$ cat src/tilt_side_classifier_macros.svh
// assertion macros for the tilt side classifier
`ifndef TILT_SIDE_CLASSIFIER_MACROS_SVH
`define TILT_SIDE_CLASSIFIER_MACROS_SVH
`ifndef SYNTHESIS
// same-cycle implication, sampled on clk_i, off while in reset
`define TSC_ASSERT_IMP(name, ante, cons, msg) \
  name: assert property (@(posedge clk_i) disable iff (!rst_ni) (ante) |-> (cons)) \
    else $error(msg);
// next-cycle implication, sampled on clk_i, off while in reset
`define TSC_ASSERT_NXT(name, ante, cons, msg) \
  name: assert property (@(posedge clk_i) disable iff (!rst_ni) (ante) |=> (cons)) \
    else $error(msg);
`else
`define TSC_ASSERT_IMP(name, ante, cons, msg)
`define TSC_ASSERT_NXT(name, ante, cons, msg)
`endif
`endif

$ cat src/tsc_pkg.sv
// shared types, constants and the arctangent table of the tilt side classifier
package tsc_pkg;

  // field widths
  localparam int unsigned SampleW = 12;
  localparam int unsigned DegW    = 9;
  localparam int unsigned FaceW   = 3;
  localparam int unsigned CalW    = 18;
  localparam int unsigned CfgIdxW = 3;

  // side checking
  localparam int unsigned NumCal     = 6;
  localparam int unsigned NumFaces   = 6;
  localparam int unsigned NumChecked = (NumFaces < NumCal) ? NumFaces : NumCal;

  // cordic sizing
  localparam int unsigned CordicSteps = 16;
  localparam int unsigned AtanTabLen  = 24;
  localparam int unsigned StepsRun    = (CordicSteps > AtanTabLen) ? AtanTabLen : CordicSteps;
  localparam int unsigned StepW       = $clog2(AtanTabLen);
  localparam int unsigned CenW        = 14;
  localparam int unsigned FracBits    = 16;
  localparam int unsigned VecW        = 32;
  localparam int unsigned AngW        = 28;

  // degree conversion sizing
  localparam int unsigned ProdW    = 42;
  localparam int unsigned DivShift = 24;
  localparam int unsigned OffW     = 19;
  localparam int unsigned QuotW    = 16;
  localparam int unsigned MulOutW  = 33;

  // constants
  localparam logic [FaceW-1:0]       NoFace      = 3'd6;
  localparam logic [DegW-1:0]        ThreshReset = 9'd20;
  localparam logic [DegW-1:0]        DegMax      = 9'd360;
  localparam logic signed [CenW-1:0] OffXY       = 14'sd4095;
  localparam logic signed [CenW-1:0] OffZ        = 14'sd4467;
  localparam logic signed [AngW-1:0] HalfPiFx    = 28'sd26353589;
  // angle * 18000 / (314 * 2^24) reduced to angle * 9000 / (157 * 2^24)
  localparam logic signed [14:0]     DegScale    = 15'sd9000;
  // 180 degrees in units of 157 * 2^24 after the shift
  localparam logic signed [OffW-1:0] DegOffset   = 19'sd28260;
  // ceil(2^24 / 157), exact floor for any quotient input below 2^16
  localparam logic [16:0]            Recip157    = 17'd106862;

  // configuration register indexes
  typedef enum logic [CfgIdxW-1:0] {
    CFG_THRESHOLD,
    CFG_CAL_ZERO,
    CFG_CAL_ONE,
    CFG_CAL_TWO,
    CFG_CAL_THREE,
    CFG_CAL_FOUR,
    CFG_CAL_FIVE
  } tsc_cfg_idx_e;

  // controller states
  typedef enum logic [2:0] {
    ST_IDLE,
    ST_LOAD,
    ST_ITER,
    ST_SCALE,
    ST_OFFSET,
    ST_DIVIDE,
    ST_OUTPUT
  } tsc_state_e;

  typedef struct packed {
    logic [SampleW-1:0] accel_x;
    logic [SampleW-1:0] accel_y;
    logic [SampleW-1:0] accel_z;
  } tsc_in_t;

  typedef struct packed {
    logic [FaceW-1:0] active_face;
    logic             face_changed;
    logic [DegW-1:0]  roll_deg;
    logic [DegW-1:0]  pitch_deg;
  } tsc_out_t;

  typedef struct packed {
    logic [DegW-1:0]             threshold;
    logic [NumCal-1:0][CalW-1:0] cal;
  } tsc_cfg_t;

  // controller to datapath commands
  typedef struct packed {
    logic             sample_ld;
    logic             cordic_ld;
    logic             cordic_step;
    logic             which;
    logic [StepW-1:0] step;
    logic             conv_mul;
    logic             conv_off;
    logic             conv_div;
    logic             out_ld;
  } tsc_cmd_t;

  // atan(2^-i) * 2^24, rounded to nearest
  function automatic logic signed [AngW-1:0] atan_entry(input logic [StepW-1:0] idx);
    logic signed [AngW-1:0] val;
    unique case (idx)
      5'd0:    val = 28'sd13176795;
      5'd1:    val = 28'sd7778716;
      5'd2:    val = 28'sd4110060;
      5'd3:    val = 28'sd2086331;
      5'd4:    val = 28'sd1047214;
      5'd5:    val = 28'sd524117;
      5'd6:    val = 28'sd262123;
      5'd7:    val = 28'sd131069;
      5'd8:    val = 28'sd65536;
      5'd9:    val = 28'sd32768;
      5'd10:   val = 28'sd16384;
      5'd11:   val = 28'sd8192;
      5'd12:   val = 28'sd4096;
      5'd13:   val = 28'sd2048;
      5'd14:   val = 28'sd1024;
      5'd15:   val = 28'sd512;
      5'd16:   val = 28'sd256;
      5'd17:   val = 28'sd128;
      5'd18:   val = 28'sd64;
      5'd19:   val = 28'sd32;
      5'd20:   val = 28'sd16;
      5'd21:   val = 28'sd8;
      5'd22:   val = 28'sd4;
      5'd23:   val = 28'sd2;
      default: val = '0;
    endcase
    return val;
  endfunction

endpackage

$ cat src/tsc_cfg_regs.sv
// configuration register file: match threshold and six calibrated sides
module tsc_cfg_regs (
  input  logic                         clk_i,
  input  logic                         rst_ni,
  input  logic                         wr_en_i,
  input  logic [tsc_pkg::CfgIdxW-1:0]  wr_index_i,
  input  logic [tsc_pkg::CalW-1:0]     wr_data_i,
  output tsc_pkg::tsc_cfg_t            cfg_o
);
  import tsc_pkg::*;

  logic [DegW-1:0]             threshold_q;
  logic [NumCal-1:0][CalW-1:0] cal_q;

  // register writes, unknown indexes are dropped
  always_ff @(posedge clk_i or negedge rst_ni) begin
    if (!rst_ni) begin
      threshold_q <= ThreshReset;
      cal_q       <= '0;
    end else if (wr_en_i) begin
      unique case (tsc_cfg_idx_e'(wr_index_i))
        CFG_THRESHOLD:  threshold_q <= wr_data_i[DegW-1:0];
        CFG_CAL_ZERO:   cal_q[0]    <= wr_data_i;
        CFG_CAL_ONE:    cal_q[1]    <= wr_data_i;
        CFG_CAL_TWO:    cal_q[2]    <= wr_data_i;
        CFG_CAL_THREE:  cal_q[3]    <= wr_data_i;
        CFG_CAL_FOUR:   cal_q[4]    <= wr_data_i;
        CFG_CAL_FIVE:   cal_q[5]    <= wr_data_i;
        default: begin
        end
      endcase
    end
  end

  assign cfg_o.threshold = threshold_q;
  assign cfg_o.cal       = cal_q;

endmodule

$ cat src/tsc_ctrl.sv
// sequencing controller: two cordic passes, degree conversion, result transfer
module tsc_ctrl (
  input  logic              clk_i,
  input  logic              rst_ni,
  input  logic              in_valid_i,
  output logic              in_stall_o,
  output logic              out_valid_o,
  input  logic              out_stall_i,
  output tsc_pkg::tsc_cmd_t cmd_o
);
  import tsc_pkg::*;

  tsc_state_e       state_q, state_d;
  logic [StepW-1:0] step_q, step_d;
  logic             which_q, which_d;
  logic             out_valid_q, out_valid_d;
  logic             out_free;

  // output register can take a new result this cycle
  assign out_free = !out_valid_q || !out_stall_i;

  // next state and counters
  always_comb begin
    state_d = state_q;
    step_d  = step_q;
    which_d = which_q;
    unique case (state_q)
      ST_IDLE: begin
        which_d = 1'b0;
        if (in_valid_i) begin
          state_d = ST_LOAD;
        end
      end
      ST_LOAD: begin
        step_d  = '0;
        state_d = ST_ITER;
      end
      ST_ITER: begin
        if (step_q == StepW'(StepsRun - 1)) begin
          state_d = ST_SCALE;
        end else begin
          step_d = step_q + 1'b1;
        end
      end
      ST_SCALE:  state_d = ST_OFFSET;
      ST_OFFSET: state_d = ST_DIVIDE;
      ST_DIVIDE: begin
        if (which_q) begin
          state_d = ST_OUTPUT;
        end else begin
          which_d = 1'b1;
          state_d = ST_LOAD;
        end
      end
      ST_OUTPUT: begin
        if (out_free) begin
          state_d = ST_IDLE;
        end
      end
      default: state_d = ST_IDLE;
    endcase
  end

  // datapath commands and handshake outputs
  always_comb begin
    cmd_o             = '0;
    cmd_o.step        = step_q;
    cmd_o.which       = which_q;
    in_stall_o        = 1'b1;
    unique case (state_q)
      ST_IDLE: begin
        in_stall_o      = 1'b0;
        cmd_o.sample_ld = in_valid_i;
      end
      ST_LOAD:   cmd_o.cordic_ld   = 1'b1;
      ST_ITER:   cmd_o.cordic_step = 1'b1;
      ST_SCALE:  cmd_o.conv_mul    = 1'b1;
      ST_OFFSET: cmd_o.conv_off    = 1'b1;
      ST_DIVIDE: cmd_o.conv_div    = 1'b1;
      ST_OUTPUT: cmd_o.out_ld      = out_free;
      default: begin
      end
    endcase
  end

  // result valid flag
  always_comb begin
    if (cmd_o.out_ld) begin
      out_valid_d = 1'b1;
    end else if (!out_stall_i) begin
      out_valid_d = 1'b0;
    end else begin
      out_valid_d = out_valid_q;
    end
  end

  always_ff @(posedge clk_i or negedge rst_ni) begin
    if (!rst_ni) begin
      state_q     <= ST_IDLE;
      step_q      <= '0;
      which_q     <= 1'b0;
      out_valid_q <= 1'b0;
    end else begin
      state_q     <= state_d;
      step_q      <= step_d;
      which_q     <= which_d;
      out_valid_q <= out_valid_d;
    end
  end

  assign out_valid_o = out_valid_q;

endmodule

$ cat src/tsc_datapath.sv
// datapath: sample centring, shared cordic, degree conversion, side match
module tsc_datapath (
  input  logic              clk_i,
  input  logic              rst_ni,
  input  tsc_pkg::tsc_cmd_t cmd_i,
  input  tsc_pkg::tsc_in_t  in_data_i,
  input  tsc_pkg::tsc_cfg_t cfg_i,
  output tsc_pkg::tsc_out_t out_data_o
);
  import tsc_pkg::*;

  logic signed [CenW-1:0]  xs_q, ys_q, zs_q;
  logic signed [CenW-1:0]  xs_d, ys_d, zs_d;
  logic signed [CenW-1:0]  a_op, b_op;
  logic signed [VecW-1:0]  va, vb, dx, dy;
  logic signed [VecW-1:0]  x_q, x_d, y_q, y_d;
  logic signed [AngW-1:0]  ang_q, ang_d, atan_val;
  logic signed [ProdW-1:0] p_q, p_d;
  logic signed [OffW-1:0]  m_full;
  logic [QuotW-1:0]        m_q, m_d;
  logic [MulOutW-1:0]      qprod;
  logic [DegW-1:0]         deg_raw, deg;
  logic [DegW-1:0]         roll_q, pitch_q;
  logic [FaceW-1:0]        face_q, face_sel;
  tsc_out_t                out_q;

  // centre the sample in half-lsb units
  assign xs_d = $signed({1'b0, in_data_i.accel_x, 1'b0}) - OffXY;
  assign ys_d = $signed({1'b0, in_data_i.accel_y, 1'b0}) - OffXY;
  assign zs_d = $signed({1'b0, in_data_i.accel_z, 1'b0}) - OffZ;

  always_ff @(posedge clk_i) begin
    if (cmd_i.sample_ld) begin
      xs_q <= xs_d;
      ys_q <= ys_d;
      zs_q <= zs_d;
    end
  end

  // operand pick: roll is atan2(y, z), pitch is atan2(z, x)
  always_comb begin
    a_op = cmd_i.which ? zs_q : ys_q;
    b_op = cmd_i.which ? xs_q : zs_q;
    va   = VecW'(a_op) <<< FracBits;
    vb   = VecW'(b_op) <<< FracBits;
  end

  // cordic vectoring: quarter-turn pre-rotation, then one micro-rotation a cycle
  // centred operands are odd, so both being zero never happens
  assign dx       = y_q >>> cmd_i.step;
  assign dy       = x_q >>> cmd_i.step;
  assign atan_val = atan_entry(cmd_i.step);

  always_comb begin
    x_d   = x_q;
    y_d   = y_q;
    ang_d = ang_q;
    if (cmd_i.cordic_ld) begin
      if (vb < 0) begin
        if (va >= 0) begin
          x_d   = va;
          y_d   = -vb;
          ang_d = HalfPiFx;
        end else begin
          x_d   = -va;
          y_d   = vb;
          ang_d = -HalfPiFx;
        end
      end else begin
        x_d   = vb;
        y_d   = va;
        ang_d = '0;
      end
    end else if (cmd_i.cordic_step) begin
      if (y_q > 0) begin
        x_d   = x_q + dx;
        y_d   = y_q - dy;
        ang_d = ang_q + atan_val;
      end else begin
        x_d   = x_q - dx;
        y_d   = y_q + dy;
        ang_d = ang_q - atan_val;
      end
    end
  end

  always_ff @(posedge clk_i) begin
    x_q   <= x_d;
    y_q   <= y_d;
    ang_q <= ang_d;
  end

  // degree conversion, stage one: scale the angle
  assign p_d = ProdW'(ang_q) * ProdW'(DegScale);

  // stage two: drop 24 fraction bits, add the 180 degree offset, clip below zero
  assign m_full = OffW'(p_q >>> DivShift) + DegOffset;
  assign m_d    = m_full[OffW-1] ? '0 : m_full[QuotW-1:0];

  // stage three: divide by 157 with a reciprocal multiply, clip at 360
  assign qprod   = MulOutW'(m_q) * MulOutW'(Recip157);
  assign deg_raw = qprod[DivShift +: DegW];
  assign deg     = (deg_raw > DegMax) ? DegMax : deg_raw;

  always_ff @(posedge clk_i) begin
    if (cmd_i.conv_mul) begin
      p_q <= p_d;
    end
    if (cmd_i.conv_off) begin
      m_q <= m_d;
    end
    if (cmd_i.conv_div) begin
      if (cmd_i.which) begin
        pitch_q <= deg;
      end else begin
        roll_q <= deg;
      end
    end
  end

  // window match over the calibrated sides, the last match wins
  always_comb begin
    logic [DegW:0] cr, cp, thr, roll_e, pitch_e;
    face_sel = face_q;
    thr      = {1'b0, cfg_i.threshold};
    roll_e   = {1'b0, roll_q};
    pitch_e  = {1'b0, pitch_q};
    cr       = '0;
    cp       = '0;
    for (int i = 0; i < NumChecked; i++) begin
      cp = {1'b0, cfg_i.cal[i][DegW-1:0]};
      cr = {1'b0, cfg_i.cal[i][CalW-1:DegW]};
      if ((roll_e + thr > cr) && (roll_e < cr + thr) &&
          (pitch_e + thr > cp) && (pitch_e < cp + thr)) begin
        face_sel = FaceW'(i);
      end
    end
  end

  // held side
  always_ff @(posedge clk_i or negedge rst_ni) begin
    if (!rst_ni) begin
      face_q <= NoFace;
    end else if (cmd_i.out_ld) begin
      face_q <= face_sel;
    end
  end

  // result register
  always_ff @(posedge clk_i) begin
    if (cmd_i.out_ld) begin
      out_q.active_face  <= face_sel;
      out_q.face_changed <= (face_sel != face_q);
      out_q.roll_deg     <= roll_q;
      out_q.pitch_deg    <= pitch_q;
    end
  end

  assign out_data_o = out_q;

endmodule

$ cat src/tilt_side_classifier.sv
// top level of the tilt side classifier
//
//  channel   direction  handshake               payload
//  in        sink       in_valid_i / in_stall_o    in_data_i  (x, y, z samples)
//  out       source     out_valid_o / out_stall_i  out_data_o (side, changed, roll, pitch)
//  cfg       sink       cfg_valid_i / cfg_ready_o  cfg_index_i, cfg_data_i
//
// one sample at a time: the shared cordic runs roll then pitch, each pass running
// load, the micro-rotation steps and three conversion stages; the result is then
// loaded into the output register, which raises out_valid_o
// rst_ni resets the controller, the held side (no side yet) and the config registers
// a finished result sits in the output register; the next sample is taken while it
// waits, and only the final result load waits on out_stall_i
// cfg_ready_o is always high
`include "tilt_side_classifier_macros.svh"

module tilt_side_classifier (
  input  logic                        clk_i,
  input  logic                        rst_ni,
  input  logic                        in_valid_i,
  output logic                        in_stall_o,
  input  tsc_pkg::tsc_in_t            in_data_i,
  output logic                        out_valid_o,
  input  logic                        out_stall_i,
  output tsc_pkg::tsc_out_t           out_data_o,
  input  logic                        cfg_valid_i,
  output logic                        cfg_ready_o,
  input  logic [tsc_pkg::CfgIdxW-1:0] cfg_index_i,
  input  logic [tsc_pkg::CalW-1:0]    cfg_data_i
);
  import tsc_pkg::*;

  tsc_cmd_t cmd;
  tsc_cfg_t cfg;

  assign cfg_ready_o = 1'b1;

  tsc_cfg_regs u_cfg_regs (
    .clk_i      (clk_i),
    .rst_ni     (rst_ni),
    .wr_en_i    (cfg_valid_i && cfg_ready_o),
    .wr_index_i (cfg_index_i),
    .wr_data_i  (cfg_data_i),
    .cfg_o      (cfg)
  );

  tsc_ctrl u_ctrl (
    .clk_i       (clk_i),
    .rst_ni      (rst_ni),
    .in_valid_i  (in_valid_i),
    .in_stall_o  (in_stall_o),
    .out_valid_o (out_valid_o),
    .out_stall_i (out_stall_i),
    .cmd_o       (cmd)
  );

  tsc_datapath u_datapath (
    .clk_i      (clk_i),
    .rst_ni     (rst_ni),
    .cmd_i      (cmd),
    .in_data_i  (in_data_i),
    .cfg_i      (cfg),
    .out_data_o (out_data_o)
  );

  // a sample transfer starts a computation, so the input stalls next cycle
  `TSC_ASSERT_NXT(a_busy_after_accept, in_valid_i && !in_stall_o, in_stall_o, "input not stalled while busy")
  // reported side is a calibrated side or the no-side code
  `TSC_ASSERT_IMP(a_face_range, out_valid_o, out_data_o.active_face <= NoFace, "side index out of range")
  // the no-side code can only persist, never be entered by a change
  `TSC_ASSERT_IMP(a_no_face_unchanged, out_valid_o && out_data_o.active_face == NoFace, !out_data_o.face_changed, "change flagged without a side")
  // both angles stay inside 0..360
  `TSC_ASSERT_IMP(a_angle_range, out_valid_o, out_data_o.roll_deg <= DegMax && out_data_o.pitch_deg <= DegMax, "angle above 360")

endmodule
$ cat config.mk
export PLATFORM = sky130hd
export DESIGN_NAME = tilt_side_classifier
export DESIGN_NICKNAME = d
export VERILOG_FILES = /design/src/tsc_pkg.sv /design/src/tsc_cfg_regs.sv /design/src/tsc_ctrl.sv /design/src/tsc_datapath.sv /design/src/tilt_side_classifier.sv
export VERILOG_INCLUDE_DIRS = /design/src /design/src/src
export SDC_FILE = /design/constraint.sdc
export NUM_CORES = 2
export LEC_CHECK = 0
export ABC_AREA = 1
export BUFFER_PORTS_ARGS = -buffer_cell sky130_fd_sc_hd__buf_2
export CAP_MARGIN = 20
export CORE_ASPECT_RATIO = 0.75
export CORE_MARGIN = 3
export CORE_UTILIZATION = 25
export CTS_BUF_LIST = sky130_fd_sc_hd__clkbuf_8
export DETAILED_ROUTE_END_ITERATION = 12
export PLACE_DENSITY = 0.5
export SLEW_MARGIN = 10
export SYNTH_ARGS = -nofsm -noshare
export SYNTH_HDL_FRONTEND = slang
export SYNTH_SLANG_ARGS = --single-unit
$ cat constraint.sdc
create_clock -name clk_i -period 13.6 [get_ports clk_i]
set_input_delay 0.68 -clock clk_i [delete_from_list [all_inputs] [get_ports clk_i]]
set_output_delay 0.68 -clock clk_i [all_outputs]
set_load 0.02 [all_outputs]
# After elaboration in Yosys (flattened, before gate mapping)
# Memory sizes are Yosys's and may differ from the RTL's.
# Index checks and enable logic that the tools add are counted.
dict set report op_classes {
  shifts 2
  multipliers 2
  n_lt_le_gt_ge 28
  reduce_logical 37
  add_sub_neg 27
  bitwise_logic 1
  n_eq_ne 19
  muxes 42
}
# cell n
set ops {}
lappend ops {{2-to-1 mux 32 bit} 10}
lappend ops {{adder 9 x 9 -> 10 bit} 14}
lappend ops {{2-to-1 mux 28 bit} 5}
lappend ops {{> comparator 10 x 9 -> 1 bit} 12}
lappend ops {{< comparator 9 x 10 -> 1 bit} 12}
lappend ops {{adder 32 bit} 2}
lappend ops {{negator 30 -> 32 bit} 2}
lappend ops {{>>> shifter 32 x 5 -> 32 bit} 2}
lappend ops {{subtractor 32 bit} 2}
lappend ops {{multiplier 28 x 12 -> 39 bit, second input constant} 1}
lappend ops {{> comparator 32 x 1 -> 1 bit, second input constant} 1}
lappend ops {{multiplier 16 x 16 -> 32 bit, second input constant} 1}
lappend ops {{>= comparator 30 x 1 -> 1 bit, second input constant} 1}
lappend ops {{< comparator 30 x 1 -> 1 bit, second input constant} 1}
lappend ops {{2-to-1 mux 3 bit} 10}
lappend ops {{adder 28 bit} 1}
lappend ops {{2-to-1 mux 14 bit} 2}
lappend ops {{subtractor 13 x 12 -> 14 bit, second input constant} 2}
lappend ops {{subtractor 28 bit} 1}
lappend ops {{case mux 3 bit (7 select lines)} 1}
lappend ops {{AND reduction 2 bit} 10}
lappend ops {{adder 18 x 16 -> 19 bit, second input constant} 1}
lappend ops {{equality test 3 bit, second input constant} 6}
lappend ops {{logical AND 1 bit} 18}
lappend ops {{other kinds (20)} 40}
dict set report word_totals {
  output_inout_bits 25
  inputBits 62
  mem_count 1
  reg_bits 359
  rom_bits 768
  word_cells 185
}
# name words word_bits rd rd_ports_with_merged_regs write_ports line
set memory_table {}
lappend memory_table {{(no name shown)} 32 24 1 0 0 tsc_pkg.sv:103} ;# unique case (idx)

# Logic depth before layout (Yosys ltp)
dict set report depth {
  depth_word 12
  mapped_depth 33
  mapped_depth_nobuf 32
}

# Modules after synthesis
# From an unflattened synthesis, not the netlist that was laid out.
dict set report hier_totals {
  cells_unflattened 5911
  area_unflattened_um2 43603.1
}
# module n_inst seq_area_each_um2 area_per_inst_um2 cells_per_inst
set by_module_without_submodules {}
lappend by_module_without_submodules {tsc_datapath 1 6173.4 38304.2 5312}
lappend by_module_without_submodules {tsc_cfg_regs 1 2930.3 4654.5 516}
lappend by_module_without_submodules {tsc_ctrl 1 250.2 633.1 81}
lappend by_module_without_submodules {tilt_side_classifier 1 0.0 11.3 2}

# Worst setup path before layout
# OpenSTA, ideal clock, no wires.
dict set report synth_timing {
  kind {reg2reg}
  startpoint {register u_datapath.m_q[2]}
  endpoint {register u_datapath.pitch_q[3], data pin}
  slack_ns 8.240
  t_required_ns 13.341
  path_stages_with_launch 26
  setup_time_ns 0.259
  period_less_slack_ns 5.360
  arrival_ns 5.101
  n_path_buf 0
  path_cell_list {edfxtp_1 -> ha_1 -> xor2_1 -> ha_1 -> o21bai_1 -> fa_1 -> inv_1 -> fa_1 -> inv_1 -> fa_1 -> inv_1 -> fa_1 -> inv_1 -> ha_1 -> a21oi_1 -> o21ai_0 -> a21oi_1 -> nor3_1 -> nor3_1 -> o21ai_0 -> xnor2_1 -> nand2_1 -> nor2_1 -> nand3_1 -> nand2_1 -> nand2_1}
}
dict set report synth_via {
  elab_chain_len 3
}
# element line
set synth_rtl {}
lappend synth_rtl {{start: declaration} tsc_datapath.sv:20} ;# logic [QuotW-1:0] m_q, m_d;
lappend synth_rtl {{start signal: assignment} tsc_datapath.sv:110} ;# m_q <= m_d;
lappend synth_rtl {{multiplier 16 x 16 -> 32 bit (*)} tsc_datapath.sv:101} ;# assign qprod = MulOutW'(m_q) * MulOutW'(Recip157);
lappend synth_rtl {{> comparator 9 bit} tsc_datapath.sv:103} ;# assign deg = (deg_raw > DegMax) ? DegMax : deg_raw;
lappend synth_rtl {{2-to-1 mux 9 bit (*)} tsc_datapath.sv:103}
lappend synth_rtl {{via u_datapath.deg[3]} tsc_datapath.sv:22} ;# logic [DegW-1:0] deg_raw, deg;
lappend synth_rtl {{end signal: assignment} tsc_datapath.sv:114} ;# pitch_q <= deg;
lappend synth_rtl {{end: declaration} tsc_datapath.sv:23} ;# logic [DegW-1:0] roll_q, pitch_q;
# Mark *: on every way through the listed nets, which the timed path passes. The rest lies on a longest branch.
# A chain may end at the register's enable or synchronous reset.

# Worst setup path after layout
dict set report layout_timing {
  startpoint {register u_ctrl.step_q[3]}
  endpoint {register u_datapath.x_q[21], data pin}
}
dict set report layout_via {
  elab_chain_len 5
  elab_cells_between_ends 6
  cone_classes {2 x add/sub; 1 x shift; 3 x mux}
}
# element line
set layout_rtl {}
lappend layout_rtl {{start: declaration} tsc_ctrl.sv:14} ;# logic [StepW-1:0] step_q, step_d;
lappend layout_rtl {{start signal: assignment} tsc_ctrl.sv:105} ;# step_q <= step_d;
lappend layout_rtl {{>>> shifter 32 x 5 -> 32 bit (*)} tsc_datapath.sv:50} ;# assign dx = y_q >>> cmd_i.step;
lappend layout_rtl {{subtractor 32 bit or adder 32 bit (tied branches)} {tsc_datapath.sv:80, tsc_datapath.sv:76}}
lappend layout_rtl {{2-to-1 mux 32 bit (*)} tsc_datapath.sv:75} ;# if (y_q > 0) begin
lappend layout_rtl {{2-to-1 mux 32 bit (*)} tsc_datapath.sv:74} ;# end else if (cmd_i.cordic_step) begin
lappend layout_rtl {{2-to-1 mux 32 bit (*)} tsc_datapath.sv:58} ;# if (cmd_i.cordic_ld) begin
lappend layout_rtl {{via u_datapath.x_d[21]} tsc_datapath.sv:16} ;# logic signed [VecW-1:0] x_q, x_d, y_q, y_d;
lappend layout_rtl {{end signal: assignment} tsc_datapath.sv:88} ;# x_q <= x_d;
lappend layout_rtl {{end: declaration} tsc_datapath.sv:16}
# Mark *: on every way through the listed nets, which the timed path passes. The rest lies on a longest branch. The select of a mux whose other input is x is not followed.

==> impl_metrics.env <==
export IMPL_dp_cells=8018
export IMPL_synth_top_cell_area_share=0.203
export IMPL_fin_nets=6757
export IMPL_antenna_found_initial=7
export IMPL_crit_fanout=40
export IMPL_crit_top_cell="nand2_1"
export IMPL_insertion_delay_ns=0.77
export IMPL_ys_seq_area_frac=0.220
export IMPL_root_buffer="clkbuf_8"
export IMPL_cts_sinks=333
export IMPL_drt_wl_total_um=140000
export IMPL_post_route_min_period_ns=6.46
export IMPL_cp_startpoint="u_ctrl.step_q[3]"
export IMPL_slowest_stage="dfrtp_1"
export IMPL_dieArea_um2=175000
export IMPL_fp_dieH_um=363
export IMPL_status="finished, final reports clean"
export IMPL_ys_ff_latch=333
export IMPL_synthCells=5747
export IMPL_r2r_start="u_ctrl.step_q[3]"
export IMPL_finalSetupViolations=0
export IMPL_drv_slew=0
export IMPL_fill_cells=18356
export IMPL_clock_path_buffers=3
export IMPL_synth_most_common_cell="nand2_1"
export IMPL_syn_nets=6660
export IMPL_remaining_drc_errors=0
export IMPL_grt_overflow_total=0
export IMPL_timing_fmax_mhz=155
export IMPL_synth_edf_count=203
export IMPL_rsz0062_at_grt="no"
export IMPL_port_buffers=85
export IMPL_via_per_inst=4.73
export IMPL_crit_family="compound AO/OA/AOI/OAI gates"
export IMPL_period_share=0.475
export IMPL_r2r_slack_ns=7.14
export IMPL_dr_total_vias=38526
export IMPL_tightest_slew_ns=0.969
export IMPL_clkTransAtPathRegs_ns=0.08
export IMPL_synth_area_top_cells="ha_1 20%, edfxtp_1 14%, nand2_1 11%, inv_1 8.2%, fa_1 7.6%"
export IMPL_dr_pass1_iters=6
export IMPL_cp_start_kind="register"
export IMPL_cp_slowest_stage_delay_ns=0.95
export IMPL_cts_tree="yes"
export IMPL_end_kind="register"
export IMPL_syn_area_um2=42500
export IMPL_cts_buffers_inserted=67
export IMPL_synth_top_cells_by_count="1287 x nand2_1, 925 x inv_1, 690 x ha_1"
export IMPL_critical_path_buf_inv_count=5
export IMPL_cts_hold_buf=1
export IMPL_relSlewSlack=0.352
export IMPL_post_dp_hpwl_um=110000
export IMPL_synth_async_sr_flop_share=0.390
export IMPL_start_util=0.253
export IMPL_grt_use_total=0.158
export IMPL_ys_warn_count=0
export IMPL_gp_congestion=0.919
export IMPL_cp_cell_sequence="inv_2, nor2_2, buf_4, nand2_1, nand3_1, inv_1, ha_1, inv_1, nand2_1, xor2_1, inv_1, ha_1, nand3_1, nand2_1, nand3_1, and2_1, o21ai_0, a21boi_0, o21bai_1, a21oi_1, o21ai_0, nand2_1, nand2_1, o21ai_0"
export IMPL_grt_max_degree=77
export IMPL_synth_area_per_cell_um2=7.39
export IMPL_cp_required_ns=14.08
export IMPL_drv_cap=0
export IMPL_hold_slack_ns=0.101
export IMPL_worstSetupPathType="reg2reg"
export IMPL_final_layout_size_suffix_gt1_frac=0.0504
export IMPL_tns_ns=0
export IMPL_die_x_um=482
export IMPL_ys_types=62
export IMPL_cp_arrival_ns=6.94
export IMPL_grt_pass1_wl_um=217000
export IMPL_hold_start="in_data_i[12]"
export IMPL_drtIter0Drc=3150
export IMPL_fp_row_count=130
export IMPL_cts_resized=0
export IMPL_ys_flop_type="edfxtp_1"
export IMPL_core_um2=168000
export IMPL_postCtsSetupBuffers=0
export IMPL_pin_count=87
export IMPL_skew_ns=0.0507
export IMPL_hold_violations=0
export IMPL_ant_nets=0
export IMPL_stdcell_count=8145
export IMPL_hold_class="in2reg"
export IMPL_areaGrowthSynthToFinish_pct=10.9
export IMPL_avgRoutedWirePerCell_um=17.2
export IMPL_synth_top_cell_by_area="ha_1"
export IMPL_htreeDepth=3
export IMPL_grt_pass1_vias=36902
-- cells by family (layout without fill, tap and decap cells) --
| family | after synthesis | after routing | synth area share |
|---|---|---|---|
| AND/OR/NAND/NOR | 2170 | 2170 | 0.212 |
| AO/OA/AOI/OAI | 1078 | 1078 | 0.140 |
| buffers and inverters | 1051 | 1200 | 0.0949 |
| adder cells (fa/ha/maj) | 851 | 851 | 0.279 |
| flip-flops | 333 | 333 | 0.220 |
| XOR/XNOR | 253 | 253 | 0.0522 |
| multiplexers | 10 | 10 | 0.00236 |
| other | 1 | 6 | 0.0000883 |
-- stage by stage --
stage | utilization | cell area [um2] | worst slack, ns
global route | 0.280 | 47100 | 6.56
floorplan | - | 42500 | 8.24
finish | 0.280 | 47100 | 7.14
detailed placement | 0.272 | 45700 | 7.42
CTS | 0.280 | 47100 | 7.35
global placement | 0.271 | 45600 | 7.42
-- registers in the layout, summed over array words and instances, names as in the netlist --
register and cells:
u_cfg_regs.cfg_o 108, u_cfg_regs.threshold_q 9, u_ctrl.out_valid_o 1, u_ctrl.state_q 3
u_ctrl.step_q 5, u_ctrl.which_q 1, u_datapath.ang_q 28, u_datapath.face_q 3
u_datapath.m_q 16, u_datapath.out_data_o 22, u_datapath.p_q 18, u_datapath.pitch_q 9
u_datapath.roll_q 9, u_datapath.x_q 32, u_datapath.xs_q 12, u_datapath.y_q 32
u_datapath.ys_q 12, u_datapath.zs_q 13
-- cell type report --
type	count	area, um2	share of cell area
sequential	333	9360	0.199
clock inverter	49	399	0.00847
antenna	5	12.5	0.000266
tap	2244	2810	0.0596
inverter	941	3530	0.0750
timing repair buffer	138	865	0.0184
clock buffer	72	991	0.0210
multi-input combinational	4363	29100	0.619
-- layer usage --
| metal | wire length, um | vias to the layer above | global-route usage | part of all wire |
|---|---|---|---|---|
| met4 | 3650 | 0 | 0.0415 | 0.026 |
| met2 | 57600 | 1050 | 0.235 | 0.41 |
| met1 | 70500 | 17993 | 0.236 | 0.50 |
| met3 | 8250 | 197 | 0.0235 | 0.059 |
| met5 | 0 | - | 0 | 0 |
| li1 | - | 19286 | - | - |
-- placed cells by master, fill, tap and decap left out, types with 15 or more instances in the layout --
master / count
edfxtp_1: 203
xor2_1: 156
nand2_1: 1285
xnor2_1: 97
dfrtp_1: 123
ha_1: 690
fa_1: 161
a31oi_1: 30
o22ai_1: 15
o21ai_0: 413
o211ai_1: 23
nor4_1: 18
o21ai_1: 25
nand4_1: 40
buf_4: 50
nand3_1: 387
nor3_1: 49
a21o_1: 31
a21oi_1: 430
o21bai_1: 31
buf_2: 84
clkbuf_8: 72
o21a_1: 22
inv_1: 943
nor2_1: 336
-- worst reg2reg max path: stages, from the launching register on --
cell and delay (ns):
dfrtp_1 0.95, inv_2 0.56, nor2_2 0.61, buf_4 0.34, nand2_1 0.08, nand3_1 0.17, inv_1 0.07, ha_1 0.18
inv_1 0.10, nand2_1 0.07, xor2_1 0.17, inv_1 0.06, ha_1 0.34, nand3_1 0.09, nand2_1 0.11, nand3_1 0.08
and2_1 0.17, o21ai_0 0.55, a21boi_0 0.47, o21bai_1 0.40, a21oi_1 0.16, o21ai_0 0.23, nand2_1 0.07, nand2_1 0.06
o21ai_0 0.08
-- path summary, 6_finish.rpt --
path | end | cells after the start
setup / recovery | u_datapath.x_q[21] | 24
hold / removal | u_datapath.ys_q[1] | 1
max in group asynchronous | u_cfg_regs.threshold_q[0] | 3
hold reg to reg | u_datapath.face_q[1] | 2
setup reg to reg | u_datapath.x_q[21] | 24
min in group asynchronous | u_cfg_regs.cfg_o[66] | 2
Power is left out: the tool's default activity adds up to more than one toggle a clock period on the data nets, which glitch-free logic cannot reach.
